$ cat config.mk
export PLATFORM = sky130hd
export DESIGN_NAME = thermistor_code_to_temperature
export DESIGN_NICKNAME = d
export VERILOG_FILES = /design/src/hdl/tctt_pkg.sv /design/src/hdl/tctt_locate.sv /design/src/hdl/tctt_interp.sv /design/src/hdl/thermistor_code_to_temperature.sv
export SDC_FILE = /design/constraint.sdc
export NUM_CORES = 1
export LEC_CHECK = 0
export BUFFER_PORTS_ARGS = -buffer_cell sky130_fd_sc_hd__buf_4
export CAP_MARGIN = 20
export CORE_MARGIN = 2
export CORE_UTILIZATION = 25
export CTS_CLUSTER_SIZE = 24
export DETAILED_ROUTE_END_ITERATION = 6
export MAX_ROUTING_LAYER = met4
export SKIP_CTS_REPAIR_TIMING = 1
export SLEW_MARGIN = 20
export SYNTH_ARGS = -nofsm -noshare
export SYNTH_HDL_FRONTEND = slang
export SYNTH_HIERARCHICAL = 1
export SYNTH_SLANG_ARGS = --single-unit
$ cat constraint.sdc
create_clock -name clk -period 9.4 [get_ports clk]
set_clock_uncertainty 0.15 [all_clocks]
set_input_delay 2.82 -clock clk [delete_from_list [all_inputs] [get_ports clk]]
set_output_delay 2.82 -clock clk [all_outputs]
set_load 0.01 [all_outputs]
$ cat src/hdl/tctt_pkg.sv
// Shared types, voltage table and reciprocal lookup for the thermistor code converter.
package tctt_pkg;

  localparam int STORED_POINTS    = 33;
  localparam int TABLE_POINTS_DEF = 33;
  localparam int SEG_SPAN_CENTI   = 500;
  localparam int RECIP_SHIFT      = 20;

  localparam logic signed [14:0] TEMP_MIN_CENTI = -15'sd4000;

  // Voltage points in 50 uV units relative to 1.5 V, falling from -40 C to 120 C in 5 C steps.
  localparam logic signed [17:0] VOLT_PTS [0:STORED_POINTS-1] = '{
    18'sd18800, 18'sd18400, 18'sd18000, 18'sd17600, 18'sd17000, 18'sd16400,
    18'sd15400, 18'sd14600, 18'sd13400, 18'sd12200, 18'sd11000, 18'sd9800,
    18'sd8400,  18'sd7200,  18'sd6000,  18'sd4800,  18'sd3600,  18'sd2600,
    18'sd1800,  18'sd1000,  18'sd200,   -18'sd400,  -18'sd1000, -18'sd1400,
    -18'sd2000, -18'sd2400, -18'sd2600, -18'sd3000, -18'sd3200, -18'sd3400,
    -18'sd3600, -18'sd3800, -18'sd4000
  };

  // Segment width divided by 100. The last entry belongs to the hot end, where the
  // distance is always zero, so its value never affects a result.
  localparam logic [3:0] SEG_DIV [0:STORED_POINTS-1] = '{
    4'd4,  4'd4,  4'd4,  4'd6,  4'd6,  4'd10, 4'd8,  4'd12, 4'd12, 4'd12, 4'd12,
    4'd14, 4'd12, 4'd12, 4'd12, 4'd12, 4'd10, 4'd8,  4'd8,  4'd8,  4'd6,  4'd6,
    4'd4,  4'd6,  4'd4,  4'd2,  4'd4,  4'd2,  4'd2,  4'd2,  4'd2,  4'd2,  4'd2
  };

  // Result of the segment search, handed from the locator to the interpolator.
  typedef struct packed {
    logic signed [14:0] t1;      // temperature at the segment's upper voltage point
    logic [10:0]        offset;  // upper point minus scaled code, zero when clamped
    logic [3:0]         div;     // segment width divided by 100
    logic               cold;
    logic               hot;
  } loc_t;

  // floor(2^RECIP_SHIFT / div) for each segment width that occurs in the table.
  function automatic logic [19:0] recip_of(input logic [3:0] div);
    logic [19:0] r;
    unique case (div)
      4'd2:    r = 20'd524288;
      4'd4:    r = 20'd262144;
      4'd6:    r = 20'd174762;
      4'd8:    r = 20'd131072;
      4'd10:   r = 20'd104857;
      4'd12:   r = 20'd87381;
      4'd14:   r = 20'd74898;
      default: r = 20'd524288;
    endcase
    return r;
  endfunction

endpackage

$ cat src/hdl/tctt_locate.sv
// Front half of the pipeline: scale the code, compare against the table, pick the segment.
module tctt_locate #(
  parameter int TABLE_POINTS = tctt_pkg::TABLE_POINTS_DEF
) (
  input  logic                clk,
  input  logic                rst_n,
  input  logic                in_valid,
  output logic                in_ready,
  input  logic signed [15:0]  in_code,
  output logic                out_valid,
  input  logic                out_ready,
  output tctt_pkg::loc_t      out_loc
);

  localparam int NPTS  = (TABLE_POINTS < 2) ? 2 :
                         (TABLE_POINTS > tctt_pkg::STORED_POINTS) ?
                         tctt_pkg::STORED_POINTS : TABLE_POINTS;
  localparam int SEG_W = $clog2(NPTS);

  logic v1_r, v2_r, v3_r, v4_r;
  logic rdy1, rdy2, rdy3, rdy4;

  logic signed [17:0] x1_r, x2_r, x3_r;
  logic signed [17:0] x1_nxt;
  logic [NPTS-1:0]    gt2_r, gt2_nxt;
  logic [SEG_W-1:0]   seg3_r, seg3_nxt, seg_enc;
  logic               cold3_r, hot3_r, cold3_nxt, hot3_nxt;
  tctt_pkg::loc_t     loc4_r, loc4_nxt;

  logic signed [17:0] code_ext;
  logic signed [17:0] diff;
  logic [14:0]        step;

  // A stage takes a new beat when it is empty or its successor is taking its beat.
  assign rdy4     = !v4_r || out_ready;
  assign rdy3     = !v3_r || rdy4;
  assign rdy2     = !v2_r || rdy3;
  assign rdy1     = !v1_r || rdy2;
  assign in_ready = rdy1;

  always_comb begin
    code_ext = 18'(in_code);
    x1_nxt   = code_ext + (code_ext <<< 1);
  end

  // The last point counts as above x when x sits exactly on it, so that code clamps hot.
  always_comb begin
    for (int j = 0; j < NPTS - 1; j++) begin
      gt2_nxt[j] = tctt_pkg::VOLT_PTS[j] > x1_r;
    end
    gt2_nxt[NPTS-1] = tctt_pkg::VOLT_PTS[NPTS-1] >= x1_r;
  end

  // The points above x form a run from index zero; the segment sits at the end of that run.
  always_comb begin
    seg_enc = '0;
    for (int i = 0; i < NPTS - 1; i++) begin
      if (gt2_r[i] && !gt2_r[i+1]) begin
        seg_enc = seg_enc | SEG_W'(i);
      end
    end
    cold3_nxt = !gt2_r[0];
    hot3_nxt  = gt2_r[0] && gt2_r[NPTS-1];
    seg3_nxt  = hot3_nxt ? SEG_W'(NPTS - 1) : seg_enc;
  end

  always_comb begin
    diff            = tctt_pkg::VOLT_PTS[seg3_r] - x3_r;
    step            = 15'(seg3_r) * 15'(tctt_pkg::SEG_SPAN_CENTI);
    loc4_nxt.t1     = tctt_pkg::TEMP_MIN_CENTI + signed'(step);
    loc4_nxt.offset = (cold3_r || hot3_r) ? 11'd0 : diff[10:0];
    loc4_nxt.div    = tctt_pkg::SEG_DIV[seg3_r];
    loc4_nxt.cold   = cold3_r;
    loc4_nxt.hot    = hot3_r;
  end

  always_ff @(posedge clk) begin
    if (!rst_n) begin
      v1_r <= 1'b0;
      v2_r <= 1'b0;
      v3_r <= 1'b0;
      v4_r <= 1'b0;
    end else begin
      if (rdy1) v1_r <= in_valid;
      if (rdy2) v2_r <= v1_r;
      if (rdy3) v3_r <= v2_r;
      if (rdy4) v4_r <= v3_r;
    end
  end

  always_ff @(posedge clk) begin
    if (rdy1 && in_valid) begin
      x1_r <= x1_nxt;
    end
    if (rdy2 && v1_r) begin
      x2_r  <= x1_r;
      gt2_r <= gt2_nxt;
    end
    if (rdy3 && v2_r) begin
      x3_r    <= x2_r;
      seg3_r  <= seg3_nxt;
      cold3_r <= cold3_nxt;
      hot3_r  <= hot3_nxt;
    end
    if (rdy4 && v3_r) begin
      loc4_r <= loc4_nxt;
    end
  end

  assign out_valid = v4_r;
  assign out_loc   = loc4_r;

endmodule

$ cat src/hdl/tctt_interp.sv
// Back half of the pipeline: divide the in-segment distance by reciprocal and add the base.
module tctt_interp (
  input  logic               clk,
  input  logic               rst_n,
  input  logic               in_valid,
  output logic               in_ready,
  input  tctt_pkg::loc_t     in_loc,
  output logic               out_valid,
  input  logic               out_ready,
  output logic signed [14:0] out_temp,
  output logic               out_cold,
  output logic               out_hot
);

  localparam int RS = tctt_pkg::RECIP_SHIFT;

  logic v5_r, v6_r, v7_r, v8_r;
  logic rdy5, rdy6, rdy7, rdy8;

  tctt_pkg::loc_t     meta5_r, meta6_r, meta7_r;
  logic [12:0]        n5_r, n6_r;
  logic [12:0]        n5_nxt;
  logic [19:0]        recip5_r;
  logic [32:0]        prod6_r, prod6_nxt;
  logic [8:0]         q7_r, q_est;
  logic [4:0]         rem7_r, rem7_nxt;
  logic [12:0]        back;
  logic [12:0]        rem_full;
  logic [9:0]         q_fix, frac;
  logic [4:0]         rem_fix;
  logic [4:0]         div_ext;
  logic signed [14:0] temp8_r, temp8_nxt;
  logic               cold8_r, hot8_r;

  assign rdy8     = !v8_r || out_ready;
  assign rdy7     = !v7_r || rdy8;
  assign rdy6     = !v6_r || rdy7;
  assign rdy5     = !v5_r || rdy6;
  assign in_ready = rdy5;

  // The fraction in 0.01 C is 500 * offset / (100 * div), that is 5 * offset / div.
  assign n5_nxt    = 13'({in_loc.offset, 2'b00}) + 13'(in_loc.offset);
  assign prod6_nxt = 33'(n5_r) * 33'(recip5_r);

  // The truncated reciprocal can come out one low, never high.
  always_comb begin
    q_est    = prod6_r[RS+8:RS];
    back     = 13'(q_est) * 13'(meta6_r.div);
    rem_full = n6_r - back;
    rem7_nxt = rem_full[4:0];
  end

  // Below 0 C the fraction rounds up so that the sum truncates toward zero.
  always_comb begin
    div_ext = 5'(meta7_r.div);
    if (rem7_r >= div_ext) begin
      q_fix   = 10'(q7_r) + 10'd1;
      rem_fix = rem7_r - div_ext;
    end else begin
      q_fix   = 10'(q7_r);
      rem_fix = rem7_r;
    end
    frac      = q_fix + 10'((meta7_r.t1 < 0) && (rem_fix != 5'd0));
    temp8_nxt = meta7_r.t1 + signed'(15'(frac));
  end

  always_ff @(posedge clk) begin
    if (!rst_n) begin
      v5_r <= 1'b0;
      v6_r <= 1'b0;
      v7_r <= 1'b0;
      v8_r <= 1'b0;
    end else begin
      if (rdy5) v5_r <= in_valid;
      if (rdy6) v6_r <= v5_r;
      if (rdy7) v7_r <= v6_r;
      if (rdy8) v8_r <= v7_r;
    end
  end

  always_ff @(posedge clk) begin
    if (rdy5 && in_valid) begin
      meta5_r  <= in_loc;
      n5_r     <= n5_nxt;
      recip5_r <= tctt_pkg::recip_of(in_loc.div);
    end
    if (rdy6 && v5_r) begin
      meta6_r <= meta5_r;
      n6_r    <= n5_r;
      prod6_r <= prod6_nxt;
    end
    if (rdy7 && v6_r) begin
      meta7_r <= meta6_r;
      q7_r    <= q_est;
      rem7_r  <= rem7_nxt;
    end
    if (rdy8 && v7_r) begin
      temp8_r <= temp8_nxt;
      cold8_r <= meta7_r.cold;
      hot8_r  <= meta7_r.hot;
    end
  end

  assign out_valid = v8_r;
  assign out_temp  = temp8_r;
  assign out_cold  = cold8_r;
  assign out_hot   = hot8_r;

endmodule

$ cat src/hdl/thermistor_code_to_temperature.sv
// Top level: converts a signed converter code into an NTC thermistor temperature.
//
// Input stream: one beat per converter code, in_tdata[15:0] signed, 1.5 V plus 150 uV per count.
// Output stream: one beat per input beat, in order. out_tdata[14:0] is the temperature in
// 0.01 C, signed, -4000 to 12000. out_tuser[0] flags a cold clamp (voltage at or above the
// first table point, result -40 C), out_tuser[1] a hot clamp (at or below the last point in use).
// The block keeps no state between codes. It is an eight-stage pipeline: the scale, the
// 33-way compare, the segment encode, the table fetch, the times-five step, the reciprocal
// multiply, the remainder check and the final rounding add each own one register stage.
// The accepting edge loads the first stage and each later stage registers the beat in
// turn; one code per cycle is accepted in steady state while out_tready stays high.
// Reset clears all valid bits; nothing else needs clearing. When the receiver holds
// out_tready low, stages keep their beats and ready is formed combinationally back through
// the stages, so empty stages still fill; in_tready drops only once every stage holds a beat.
module thermistor_code_to_temperature #(
  parameter int TABLE_POINTS = tctt_pkg::TABLE_POINTS_DEF
) (
  input  logic        clk,
  input  logic        rst_n,
  input  logic        in_tvalid,
  output logic        in_tready,
  input  logic [15:0] in_tdata,   // [15:0] adc_code
  output logic        out_tvalid,
  input  logic        out_tready,
  output logic [15:0] out_tdata,  // [14:0] temp_centi, [15] zero
  output logic [1:0]  out_tuser   // [0] clamped_cold, [1] clamped_hot
);

  logic               loc_valid;
  logic               loc_ready;
  tctt_pkg::loc_t     loc;
  logic signed [14:0] temp;
  logic               cold;
  logic               hot;

  tctt_locate #(
    .TABLE_POINTS (TABLE_POINTS)
  ) u_locate (
    .clk       (clk),
    .rst_n     (rst_n),
    .in_valid  (in_tvalid),
    .in_ready  (in_tready),
    .in_code   (signed'(in_tdata)),
    .out_valid (loc_valid),
    .out_ready (loc_ready),
    .out_loc   (loc)
  );

  tctt_interp u_interp (
    .clk       (clk),
    .rst_n     (rst_n),
    .in_valid  (loc_valid),
    .in_ready  (loc_ready),
    .in_loc    (loc),
    .out_valid (out_tvalid),
    .out_ready (out_tready),
    .out_temp  (temp),
    .out_cold  (cold),
    .out_hot   (hot)
  );

  assign out_tdata = {1'b0, temp};
  assign out_tuser = {hot, cold};

`ifndef SYNTHESIS
  a_flags_exclusive: assert property (@(posedge clk) disable iff (!rst_n)
    out_tvalid |-> !(out_tuser[0] && out_tuser[1]))
    else $error("cold and hot clamp flags both set");

  a_cold_value: assert property (@(posedge clk) disable iff (!rst_n)
    (out_tvalid && out_tuser[0]) |-> (signed'(out_tdata[14:0]) == -15'sd4000))
    else $error("cold clamp without -40 C result");

  a_temp_range: assert property (@(posedge clk) disable iff (!rst_n)
    out_tvalid |-> (signed'(out_tdata[14:0]) >= -15'sd4000 &&
                    signed'(out_tdata[14:0]) <= 15'sd12000))
    else $error("temperature outside table range");

  a_loc_offset: assert property (@(posedge clk) disable iff (!rst_n)
    (loc_valid && (loc.cold || loc.hot)) |-> (loc.offset == 11'd0))
    else $error("clamped beat carries a nonzero segment distance");
`endif

endmodule

# == Word level (Yosys, flattened, before mapping) ==
# Memory sizes are Yosys's and may differ from the RTL's. A register that Yosys moved wholly into a read port is not among the register bits.
# Index checks and enable logic that the tools add are counted.
# totals
output_inout_bits,20
inputBits,20
memories,2
latch_bits,0
wordCells,249
ramBits,0
regBits,278
rom_bits,1408
# classes
bitwise_logic,1
order_cmp,36
mul,3
shifts,0
mux,53
n_div,0
n_addsub,9
reduce_logical,91
n_eq_ne,14
# memory_table
name,words,word_bits,read_ports,rd_ports_with_merged_regs,wr,line,rtl
(name not given),64,18,1,0,0,tctt_locate.sv:68,diff = tctt_pkg::VOLT_PTS[seg3_r] - x3_r;
(name not given),64,4,1,1,0,tctt_locate.sv:72,loc4_nxt.div = tctt_pkg::SEG_DIV[seg3_r];
# ops
operator,n
"> comparator 13 x 18 -> 1 bit, first input constant",9
"> comparator 15 x 18 -> 1 bit, first input constant",7
one-hot mux 20 bit (6 select lines),1
"> comparator 16 x 18 -> 1 bit, first input constant",6
two-way mux 5 bit,17
"> comparator 12 x 18 -> 1 bit, first input constant",3
"> comparator 14 x 18 -> 1 bit, first input constant",3
logical AND 1 bit,41
logical NOT 1 bit,40
"> comparator 11 x 18 -> 1 bit, first input constant",2
two-way mux 4 bit,8
multiplier 13 x 20 -> 29 bit,1
two-way mux 11 bit,2
two-way mux 20 bit,1
adder 16 x 17 -> 18 bit,1
">= comparator 13 x 18 -> 1 bit, first input constant",1
"> comparator 10 x 18 -> 1 bit, first input constant",1
"> comparator 9 x 18 -> 1 bit, first input constant",1
two-way mux 1 bit,17
"equality test 4 bit, second input constant",4
"inequality test 2 x 1 -> 1 bit, second input constant",8
"adder 13 x 15 -> 15 bit, first input constant",1
adder 15 x 11 -> 15 bit,1
"< comparator 15 x 1 -> 1 bit, second input constant",1
17 further kinds,30

# == Depth between registers and ports, before layout ==
# Gate-level depths: netlist of the first run.
# depth
ltp_word,33
ltp_mapped,22
depth_no_buf,22

# == Hierarchy ==
# Netlist of the first run, hierarchy kept.
# by_module_without_submodules
mod,seq_area_each_um2,area_each_um2,n_inst,cells_per_inst
tctt_interp,4043.9,12799.8,1,1189
tctt_locate,3383.2,7683.6,1,765
thermistor_code_to_temperature,0.0,26.3,1,4

# == Worst setup path after synthesis of the first run ==
# No wires, ideal clock.
# synth_timing
path_type,input to register
from,input out_tready
to,"register u_locate.gt2_r[0], enable pin"
t_required_ns,8.737
arrival_time_ns,6.730
path_slack_ns,2.007
path_stages,6
n_path_buf,0
setup_time_ns,0.513
cell_sequence,nor2b_1 > and2_0 > nand3_1 > nor2b_1 > and2_0 > a21boi_0
# synth_between
elab_chain_len,8
# synth_rtl
element,line,rtl
"start, declared",thermistor_code_to_temperature.sv:24,"input logic out_tready,"
logical OR 1 bit,tctt_interp.sv:35,assign rdy8 = !v8_r || out_ready;
logical OR 1 bit,tctt_interp.sv:36,assign rdy7 = !v7_r || rdy8;
logical OR 1 bit,tctt_interp.sv:37,assign rdy6 = !v6_r || rdy7;
logical OR 1 bit,tctt_interp.sv:38,assign rdy5 = !v5_r || rdy6;
named net loc_ready,thermistor_code_to_temperature.sv:30,logic loc_ready;
logical OR 1 bit,tctt_locate.sv:35,assign rdy4 = !v4_r || out_ready;
logical OR 1 bit,tctt_locate.sv:36,assign rdy3 = !v3_r || rdy4;
logical OR 1 bit,tctt_locate.sv:37,assign rdy2 = !v2_r || rdy3;
logical AND 1 bit,tctt_locate.sv:95,if (rdy2 && v1_r) begin
"end signal, assigned",tctt_locate.sv:97,gt2_r <= gt2_nxt;
"end, declared",tctt_locate.sv:25,"logic [NPTS-1:0] gt2_r, gt2_nxt;"
# The timed path passes the listed nets, and every way through them passes these cells.
# A chain may end at the register's enable or synchronous reset.

# == Final worst setup path of the first run ==
# layout_timing
from,input out_tready
to,output in_tready
# layout_between
elab_chain_len,8
# layout_rtl
element,line,rtl
logical OR 1 bit,tctt_interp.sv:35,
logical OR 1 bit,tctt_interp.sv:36,
logical OR 1 bit,tctt_interp.sv:37,
logical OR 1 bit,tctt_interp.sv:38,
named net loc_ready,thermistor_code_to_temperature.sv:30,
logical OR 1 bit,tctt_locate.sv:35,
logical OR 1 bit,tctt_locate.sv:36,
logical OR 1 bit,tctt_locate.sv:37,
logical OR 1 bit,tctt_locate.sv:38,assign rdy1 = !v1_r || rdy2;
"end, declared",thermistor_code_to_temperature.sv:21,"output logic in_tready,"
# The timed path passes the listed nets, and every way through them passes these cells.

==> out/metrics.yaml, run 1 <==
floorplanning:
  pin_count: 40
  die_area_um2: 84300
  floorplan.initialDensity: 0.251
  core_area_um2: 81700
  core.rowCount: 105
  die_height_um: 290
  die_width_um: 290
power_and_ir_drop:
  ir_drop_mv: 0.0970
  p_int_mw: 2.16
  p_switching_uw: 784
  p_sw_frac: 0.266
  clock_power_frac: 0.374
  power_leakage_nw: 9.61
  share_seq_of_total_power: 0.453
  powerDensity_nw_per_um2: 129
  share_comb_of_total_power: 0.173
  overall_power_mw: 2.94
cts:
  ctsRootBufferMaster: "sky130_fd_sc_hd__clkbuf_16"
  clk_lat_worst_skew_ns: 0.54
  clockBufferDepth: 3
  cts_inserted_buffers: 26
  htree_depth: 1
  cts_num_sinks: 250
  tritoncts: "built"
  cts.reportedPaths.clkPinSlew_ns: 0.06
timing:
  timing.final.ws_setup_ns: 1.66
  finalHoldViolations: 0
  setup_tns_ns: 0
  layout_min_cycle_time_ns: 7.74
  fin_worst_hold_slack_ns: 0.265
  timing_worst_slew_pin_value_ns: 1.05
  grt_setup_unrepaired: "no"
  slew_viol_final: 0
  endpoints_failing_setup: 0
  worst_slew_margin_rel: 0.301
  timing.fmax_mhz: 129
  layout_worst_path_cycle_share: 0.823
setup_path:
  criticalPathCategory: "input port to output port"
  largest_fanout_on_the_critical_path: 6
  ff2ff_path_depth: 19
  worst-endpoint-arrival_ns: 4.77
  rr_endpoint: "u_interp/prod6_r[27]$_DFFE_PP_"
  kind_of_capture_point_of_the_worst_setup_path: "output port"
  worstReg2RegStart: "u_interp/recip5_r[14]$_DFFE_PP_"
  setup.worst_path.start: "out_tready"
  r2r_setup_slack_ns: 2.68
  worst-endpoint-required_ns: 6.43
  start_kind: "input port"
detailed_routing:
  drc: 0
  total_detailed_routing_wirelength_um: 44000
  dr.first_iter.drc_count: 851
  drt.antenna.violating_nets: 0
  routed-via-count: 13500
  met2WireLength_um: 20500
  wl_met3_um: 2260
  wire_per_inst_um: 14.4
  route.layer.met1.wl_um: 20400
  highest-signal-layer: "met4"
  vias_per_cell: 4.43
  drt_first_pass_iters: 5
global_routing:
  grt_remaining_overflow: 0
  first_global_vias: 13600
  number_of_antenna_violations_at_the_first_check_in_global_routing: 0
  grt_first_pass_wirelength_um: 72200
  grt_util_all_layers: 0.108
  grt_max_degree: 46
synthesis:
  synthCells: 1958
  ys_ff_latch: 250
  synth_xor_area_frac: 0.0445
  synth_top_family_by_area: "adder cells"
  number_of_synthesized_flops_with_an_enable_pin: 242
  synth_flop_cell: "sky130_fd_sc_hd__edfxtp_1"
  yosysSeqAreaShare: 0.362
  syn_area_um2: 20500
  async_flop_share: 0
  compound_gate_fraction_of_synth_area: 0.0988
  synthMuxAreaShare: 0.00622
  adder_cell_area_share_of_the_yosys_netlist: 0.285
  syn-mean-instance-area_um2: 10.5
  yosys.area_share.simple: 0.121
  synth_warn: 6
  synth_cell_types: 84
placed_design:
  buffer_ports.inserted: 38
  place_ws_ns: 1.67
  detailed_place_hpwl_um: 34000
  place.gp.congestion: 0.917
worst_hold_path:
  worstHoldStart: "u_locate/x2_r[4]$_DFFE_PP_"
  worstHoldEndpoint: "u_locate/x3_r[4]$_DFFE_PP_"
  hold_path_class: "flip-flop to flip-flop"
  hold_depth: 0
cells_and_area:
  final_cell_mix: "362 x sky130_fd_sc_hd__inv_1, 242 x sky130_fd_sc_hd__edfxtp_1, 198 x sky130_fd_sc_hd__fa_1"
  num_antenna_cells: 0
  layout_commonest_cell: "sky130_fd_sc_hd__inv_1"
  final_net_count: 2333
  flow.area_growth_from_synthesis_pct: 11.5
  fillCellCount: 8578
  layout-drive-gt1-share: 0.0554
  postLayoutCoreUtil: 0.280
outcome:
  outcome: "finished, final reports clean"
run:
  max_cap_viol_count: 0
==> power groups by stage <==
stage	sequential, mW	combinational [mW]	clock, mW
after detailed placement	1.35	0.508	0
after floorplan	1.31	0.425	0
final	1.33	0.508	1.10
after CTS	1.33	0.511	1.14
after global placement	1.36	0.505	0
after global routing	1.34	0.584	1.19
==> worst max-delay path by stage <==
stage | end | slack, ns | cells past startpoint
4_1_cts | in_tready | 1.66 | 8
2_1_floorplan | u_locate/gt2_r[0]$_DFFE_PP_ | 2.01 | 6
5_1_grt | in_tready | 1.43 | 8
3_5_place_dp | in_tready | 1.67 | 8
6_report | in_tready | 1.66 | 8
3_3_place_gp | in_tready | 1.68 | 8
==> area by class of cell <==
type / count / area, µm² / share of cell area
clock buffers: 35 / 716 / 0.0313
clock inverters: 13 / 201 / 0.00881
inverters: 364 / 1370 / 0.0597
multi-input cells: 1276 / 11500 / 0.502
flip-flops and latches: 250 / 7430 / 0.325
well taps: 1070 / 1340 / 0.0585
repair buffers: 46 / 345 / 0.0151
==> worst max-delay path, cell delays in order <==
cell	delay, ns
sky130_fd_sc_hd__buf_4	0.11
sky130_fd_sc_hd__nor2b_1	0.20
sky130_fd_sc_hd__and2_0	0.51
sky130_fd_sc_hd__nand3_1	0.17
sky130_fd_sc_hd__nor2b_1	0.23
sky130_fd_sc_hd__and2_0	0.41
sky130_fd_sc_hd__nand3_1	0.16
sky130_fd_sc_hd__buf_4	0.17
==> per-stage QoR <==
stage,cells,instance area [µm²]
after floorplan,1960,20500
after global placement,3006,22000
after detailed placement,3006,22000
after CTS,3054,22900
after global routing,3054,22900
final,3054,22900
==> cell usage after synthesis, types with 30 or more instances <==
cell type | instances | area, µm²
sky130_fd_sc_hd__fa_1 | 198 | 3960
sky130_fd_sc_hd__nand3_1 | 33 | 165
sky130_fd_sc_hd__and2_1 | 59 | 369
sky130_fd_sc_hd__nand2_1 | 161 | 604
sky130_fd_sc_hd__xor2_1 | 35 | 307
sky130_fd_sc_hd__ha_1 | 151 | 1890
sky130_fd_sc_hd__inv_1 | 362 | 1360
sky130_fd_sc_hd__nor2_1 | 102 | 383
sky130_fd_sc_hd__nor2b_1 | 30 | 188
sky130_fd_sc_hd__edfxtp_1 | 242 | 7270
sky130_fd_sc_hd__clkbuf_1 | 59 | 221
sky130_fd_sc_hd__a21oi_1 | 83 | 415
sky130_fd_sc_hd__o21ai_0 | 30 | 150
sky130_fd_sc_hd__xnor2_1 | 64 | 561
sky130_fd_sc_hd__nor3_1 | 39 | 195
==> logic make-up after synthesis <==
| kind of cell | after synthesis |
|---|---|
| other | 2 |
| adder cells (fa/ha/maj) | 349 |
| XOR/XNOR | 101 |
| AO/OA/AOI/OAI | 304 |
| AND/OR/NAND/NOR | 509 |
| flip-flops | 250 |
| buffers and inverters | 434 |
| multiplexers | 9 |
==> sequential cells by signal, indices dropped and copies added (netlist names), 4 cells and up <==
name               count
u_interp/div_ext       4
u_interp/meta5_r      21
u_locate/out_loc      29
u_interp/n5_r         13
u_locate/gt2_r        33
u_locate/seg3_r        6
u_interp/meta6_r      21
u_interp/q7_r          9
u_locate/x1_r         18
u_interp/prod6_r       9
u_locate/x2_r         11
u_interp/recip5_r     11
u_interp/meta7_r      17
u_interp/rem7_r        5
u_interp/n6_r          5
u_interp/out_temp     15
u_locate/x3_r         11
==> layer usage <==
metal,global-route usage,vias up
li1,-,6550
met1,0.145,6559
met2,0.174,367
met3,0.0160,66
met4,0.0233,0
met5,-,-
(Power assumes the default switching activity.)
==> inputs of run 2 (changes only) <==
==> constraint.sdc (replaced) <==
create_clock -name clk -period 8.1 [get_ports clk]
set_clock_uncertainty 0.15 [all_clocks]
set_input_delay 2.43 -clock clk [delete_from_list [all_inputs] [get_ports clk]]
set_output_delay 2.43 -clock clk [all_outputs]
set_load 0.01 [all_outputs]
==> run 2 against run 1 <==
Against the previous run:
- die area is the same
- count of clock-buffer cells in the layout shrank 4
- final cell count is essentially flat
- combinational power grew 17%
- first-iteration DRC count grew 39%
- total power grew 13%
- setup slack lost 0.50 ns
- flip-flop and latch count is the same
- cell area shrank 0.27%
- wire length shrank 0.41%
- critical endpoint unchanged
==> out/metrics.yaml, run 2 (synthesis results as in run 1) <==
timing:
  setup_tns_ns: 0
  grt_setup_unrepaired: "no"
  timing.fmax_mhz: 144
  timing_worst_slew_pin_value_ns: 1.04
  layout_min_cycle_time_ns: 6.94
  worst_slew_margin_rel: 0.305
  slew_viol_final: 0
  layout_worst_path_cycle_share: 0.856
  endpoints_failing_setup: 0
  finalHoldViolations: 0
setup_path:
  timing.critical_path.cells: "buf_4, nor2b_1, and2_0, nand3_1, nor2b_1, and2_0, nand3_1, buf_4"
  endpoint: "in_tready"
  r2r_setup_slack_ns: 1.55
  setup.worst_path.start: "out_tready"
  worstReg2RegStart: "u_interp/recip5_r[12]$_DFFE_PP_"
  slowest_delay_ns: 0.51
  criticalPathCategory: "input port to output port"
  worst-endpoint-arrival_ns: 4.36
  start_kind: "input port"
  cp_num_buf_inv: 2
  ff2ff_path_depth: 17
  largest_fanout_on_the_critical_path: 6
  critPathTopFamily: "simple AND/OR/NAND/NOR gates"
  critical_path.slowest_cell: "sky130_fd_sc_hd__and2_0"
  kind_of_capture_point_of_the_worst_setup_path: "output port"
  timing.critical_path.depth: 8
  worst-endpoint-required_ns: 5.52
  rr_endpoint: "u_interp/prod6_r[25]$_DFFE_PP_"
cells_and_area:
  num_antenna_cells: 0
  layout-drive-gt1-share: 0.0560
  flow.area_growth_from_synthesis_pct: 11.2
  final_cell_mix: "362 x sky130_fd_sc_hd__inv_1, 242 x sky130_fd_sc_hd__edfxtp_1, 198 x sky130_fd_sc_hd__fa_1"
  postLayoutCoreUtil: 0.279
  layout_commonest_cell: "sky130_fd_sc_hd__inv_1"
  largest_register_ff_count: 33
  regMostFlops: "u_locate/gt2_r"
  final_net_count: 2333
detailed_routing:
  wire_per_inst_um: 14.4
  total_detailed_routing_wirelength_um: 43800
  drt_first_pass_iters: 5
  dr.first_iter.drc_count: 1186
  drc: 0
  routed-via-count: 13500
  drt.antenna.violating_nets: 0
  vias_per_cell: 4.42
floorplanning:
  core.rowCount: 105
  die_height_um: 290
  pin_count: 40
  floorplan.initialDensity: 0.251
  die_area_um2: 84300
  die_width_um: 290
  core_area_um2: 81700
global_routing:
  grt_max_degree: 46
  grt_first_pass_wirelength_um: 72800
  first_global_vias: 13700
  grt_remaining_overflow: 0
  grt_util_all_layers: 0.108
  number_of_antenna_violations_at_the_first_check_in_global_routing: 0
run:
  max_cap_viol_count: 0
outcome:
  outcome: "finished, final reports clean"
power_and_ir_drop:
  ir_drop_mv: 0.173
  power_leakage_nw: 9.58
  powerDensity_nw_per_um2: 146
  p_switching_uw: 903
  share_comb_of_total_power: 0.179
  p_int_mw: 2.43
  overall_power_mw: 3.33
  clock_power_frac: 0.358
  share_seq_of_total_power: 0.463
  p_sw_frac: 0.271
cts:
  cts_inserted_buffers: 26
  clk_lat_worst_skew_ns: 0.54
  htree_depth: 1
  clockBufferDepth: 3
  tritoncts: "built"
  cts.reportedPaths.clkPinSlew_ns: 0.06
  cts_num_sinks: 250
  ctsRootBufferMaster: "sky130_fd_sc_hd__clkbuf_16"
placed_design:
  buffer_ports.inserted: 38
  place.gp.congestion: 0.937
  detailed_place_hpwl_um: 34200
worst_hold_path:
  worstHoldStart: "u_locate/x2_r[4]$_DFFE_PP_"
  hold_path_class: "flip-flop to flip-flop"
## run 2: area by class of cell
type                            instances  area (µm²)
Fill cell                            8556       58900
Multi-Input combinational cell       1276       11500
Sequential cell                       250        7430
Inverter                              364        1370
Tap cell                             1070        1340
Clock buffer                           31         691
Timing Repair Buffer                   46         345
Clock inverter                         16         164
## run 2: power by group through the flow
stage               Clock (mW)  Combinational (mW)  Sequential, mW
floorplan                    0               0.493            1.52
global placement             0               0.591            1.57
detailed placement           0               0.595            1.57
CTS                       1.23               0.600            1.54
global route              1.29               0.686            1.55
finish                    1.19               0.596            1.54
## run 2: stage by stage
stage | std cells | hold slack (ns) | worst slack [ns] | cell area (µm²)
after floorplan | 1960 | 0.250 | 1.10 | 20500
after global placement | 3006 | 0.251 | 1.18 | 22000
after detailed placement | 3006 | 0.255 | 1.17 | 22000
final | 3053 | 0.264 | 1.16 | 22800
after global routing | 3053 | 0.273 | 0.942 | 22800
after CTS | 3053 | 0.266 | 1.17 | 22800
## run 2: worst min-delay path by stage
stage / to / slack [ns] / cells past startpoint
after floorplan: u_interp/meta5_r[0]$_DFFE_PP_ / 0.25 / 0
after global placement: u_interp/meta7_r[26]$_DFFE_PP_ / 0.25 / 0
after detailed placement: u_interp/meta5_r[30]$_DFFE_PP_ / 0.25 / 0
after CTS: u_locate/x3_r[4]$_DFFE_PP_ / 0.27 / 0
after global routing: u_interp/meta5_r[22]$_DFFE_PP_ / 0.27 / 0
final: u_locate/x3_r[4]$_DFFE_PP_ / 0.26 / 0
## run 2: metal layers
metal / global-route usage / routed length, µm / vias up
li1: - / - / 6542
met1: 0.146 / 20100 / 6502
met2: 0.173 / 20400 / 381
met3: 0.0169 / 2460 / 57
met4: 0.0249 / 857 / 0
met5: - / 0 / -
==> inputs of run 3 (changes only) <==
--- a/config.mk
+++ b/config.mk
@@ -7,11 +7,13 @@
 export LEC_CHECK = 0
 export BUFFER_PORTS_ARGS = -buffer_cell sky130_fd_sc_hd__buf_4
 export CAP_MARGIN = 20
+export CELL_PAD_IN_SITES_DETAIL_PLACEMENT = 0
+export CELL_PAD_IN_SITES_GLOBAL_PLACEMENT = 2
 export CORE_MARGIN = 2
 export CORE_UTILIZATION = 25
 export CTS_CLUSTER_SIZE = 24
 export DETAILED_ROUTE_END_ITERATION = 6
-export MAX_ROUTING_LAYER = met4
+export PLACE_DENSITY = 0.52
 export SKIP_CTS_REPAIR_TIMING = 1
 export SLEW_MARGIN = 20
 export SYNTH_ARGS = -nofsm -noshare
==> run 3 against run 2 <==
Against the previous run:
- final cell count grew 0.52%
- clock power up 13%
- total power grew 5.8%
- highest routed layer unchanged
- count of clock-buffer cells in the layout rose by 9
- combinational power up 5.4%
- sequential power about the same
- via count about the same
- cell area increased by 0.92%
==> out/metrics.yaml, run 3 (synthesis results as in run 1) <==
timing:
  slew_viol_final: 0
  layout_worst_path_cycle_share: 0.857
  timing_worst_slew_pin_value_ns: 0.873
  grt_setup_unrepaired: "no"
  endpoints_failing_setup: 0
  layout_min_cycle_time_ns: 6.94
  setup_tns_ns: 0
  worst_slew_margin_rel: 0.418
  timing.fmax_mhz: 144
  finalHoldViolations: 0
cts:
  cts.reportedPaths.clkPinSlew_ns: 0.06
  htree_depth: 1
  cts_num_sinks: 250
  cts_inserted_buffers: 31
  clk_lat_worst_skew_ns: 0.56
  tritoncts: "built"
  ctsRootBufferMaster: "sky130_fd_sc_hd__clkbuf_16"
  clockBufferDepth: 3
setup_path:
  criticalPathCategory: "input port to output port"
  critical_path.slowest_cell: "sky130_fd_sc_hd__and2_0"
  start_kind: "input port"
  slowest_delay_ns: 0.52
  worst-endpoint-arrival_ns: 4.36
  largest_fanout_on_the_critical_path: 6
  kind_of_capture_point_of_the_worst_setup_path: "output port"
  worst-endpoint-required_ns: 5.52
  timing.critical_path.cells: "buf_4, nor2b_1, and2_0, nand3_1, nor2b_1, and2_0, nand3_1, buf_4"
power_and_ir_drop:
  share_comb_of_total_power: 0.178
  clock_power_frac: 0.384
  p_sw_frac: 0.278
  p_int_mw: 2.54
  powerDensity_nw_per_um2: 153
  power_leakage_nw: 9.68
  p_switching_uw: 981
  ir_drop_mv: 0.138
  share_seq_of_total_power: 0.438
  overall_power_mw: 3.52
cells_and_area:
  final_net_count: 2344
  fillCellCount: 8694
  regMostFlops: "u_locate/gt2_r"
  layout-drive-gt1-share: 0.0605
  layout_commonest_cell: "sky130_fd_sc_hd__inv_1"
  flow.area_growth_from_synthesis_pct: 12.2
  largest_register_ff_count: 33
  final_cell_mix: "362 x sky130_fd_sc_hd__inv_1, 242 x sky130_fd_sc_hd__edfxtp_1, 198 x sky130_fd_sc_hd__fa_1"
  num_antenna_cells: 0
  layout.cells.non_filler: 3069
floorplanning:
  die_height_um: 290
  core_area_um2: 81700
  pin_count: 40
  die_area_um2: 84300
  die_width_um: 290
  floorplan.initialDensity: 0.251
  core.rowCount: 105
placed_design:
  dp.cells: 3012
  buffer_ports.inserted: 38
  detailed_place_hpwl_um: 44100
  place.gp.congestion: 0.867
detailed_routing:
  total_detailed_routing_wirelength_um: 55300
  drc: 0
  drt_first_pass_iters: 5
  drt.antenna.violating_nets: 0
  vias_per_cell: 4.40
  wire_per_inst_um: 18.0
  routed-via-count: 13500
  dr.first_iter.drc_count: 690
global_routing:
  number_of_antenna_violations_at_the_first_check_in_global_routing: 0
  grt_max_degree: 46
  grt_first_pass_wirelength_um: 86500
  first_global_vias: 14600
  grt_remaining_overflow: 0
  grt_util_all_layers: 0.132
run:
  max_cap_viol_count: 0
outcome:
  outcome: "finished, final reports clean"
worst_hold_path:
  hold_path_class: "flip-flop to flip-flop"
==> run 3: layout make-up <==
type | instances | area [µm²] | area share
multi-input cells | 1276 | 11500 | 0.499
flip-flops and latches | 250 | 7430 | 0.323
inverters | 364 | 1370 | 0.0594
well taps | 1070 | 1340 | 0.0582
clock buffers | 40 | 830 | 0.0360
repair buffers | 52 | 410 | 0.0178
clock inverters | 17 | 173 | 0.00750
==> run 3: stage by stage <==
step / setup slack [ns] / hold slack, ns / instance area [µm²] / utilization
floorplan: 1.10 / 0.250 / 20500 / -
global placement: 1.21 / 0.251 / 22000 / 0.269
detailed placement: 1.18 / 0.255 / 22000 / 0.269
CTS: 1.16 / 0.261 / 23000 / 0.282
global route: 0.969 / 0.272 / 23000 / 0.282
finish: 1.16 / 0.259 / 23000 / 0.282
==> run 3: critical path, delay by kind of cell <==
family        cells  cell delay [ns]
buf+inv           2             0.28
simple gates      6             1.65
==> run 3: metal layers <==
| metal | vias up | routed length, µm | track usage |
|---|---|---|---|
| met5 | - | 0 | 0 |
| met3 | 63 | 1290 | 0.0133 |
| met1 | 6680 | 25700 | 0.176 |
| met4 | 0 | 1050 | 0.0248 |
| li1 | 6565 | - | - |
| met2 | 185 | 27300 | 0.232 |
==> run 3: worst paths after layout <==
| check | from | endpoint | slack [ns] | cells past startpoint |
|---|---|---|---|---|
| worst max-delay path | out_tready | in_tready | 1.16 | 8 |
| worst min-delay path | u_locate/out_loc[1]$_DFFE_PP_ | u_interp/meta5_r[1]$_DFFE_PP_ | 0.26 | 0 |
| worst max register to register | u_interp/recip5_r[15]$_DFFE_PP_ | u_interp/prod6_r[25]$_DFFE_PP_ | 1.62 | 18 |
| worst min register to register | u_locate/out_loc[1]$_DFFE_PP_ | u_interp/meta5_r[1]$_DFFE_PP_ | 0.26 | 0 |
==> run 3: power groups by stage <==
| stage | registers, mW | clock network [mW] | logic [mW] |
|---|---|---|---|
| after global routing | 1.55 | 1.46 | 0.722 |
| after global placement | 1.57 | 0 | 0.639 |
| after floorplan | 1.52 | 0 | 0.493 |
| final | 1.54 | 1.35 | 0.628 |
| after CTS | 1.54 | 1.40 | 0.641 |
| after detailed placement | 1.57 | 0 | 0.635 |
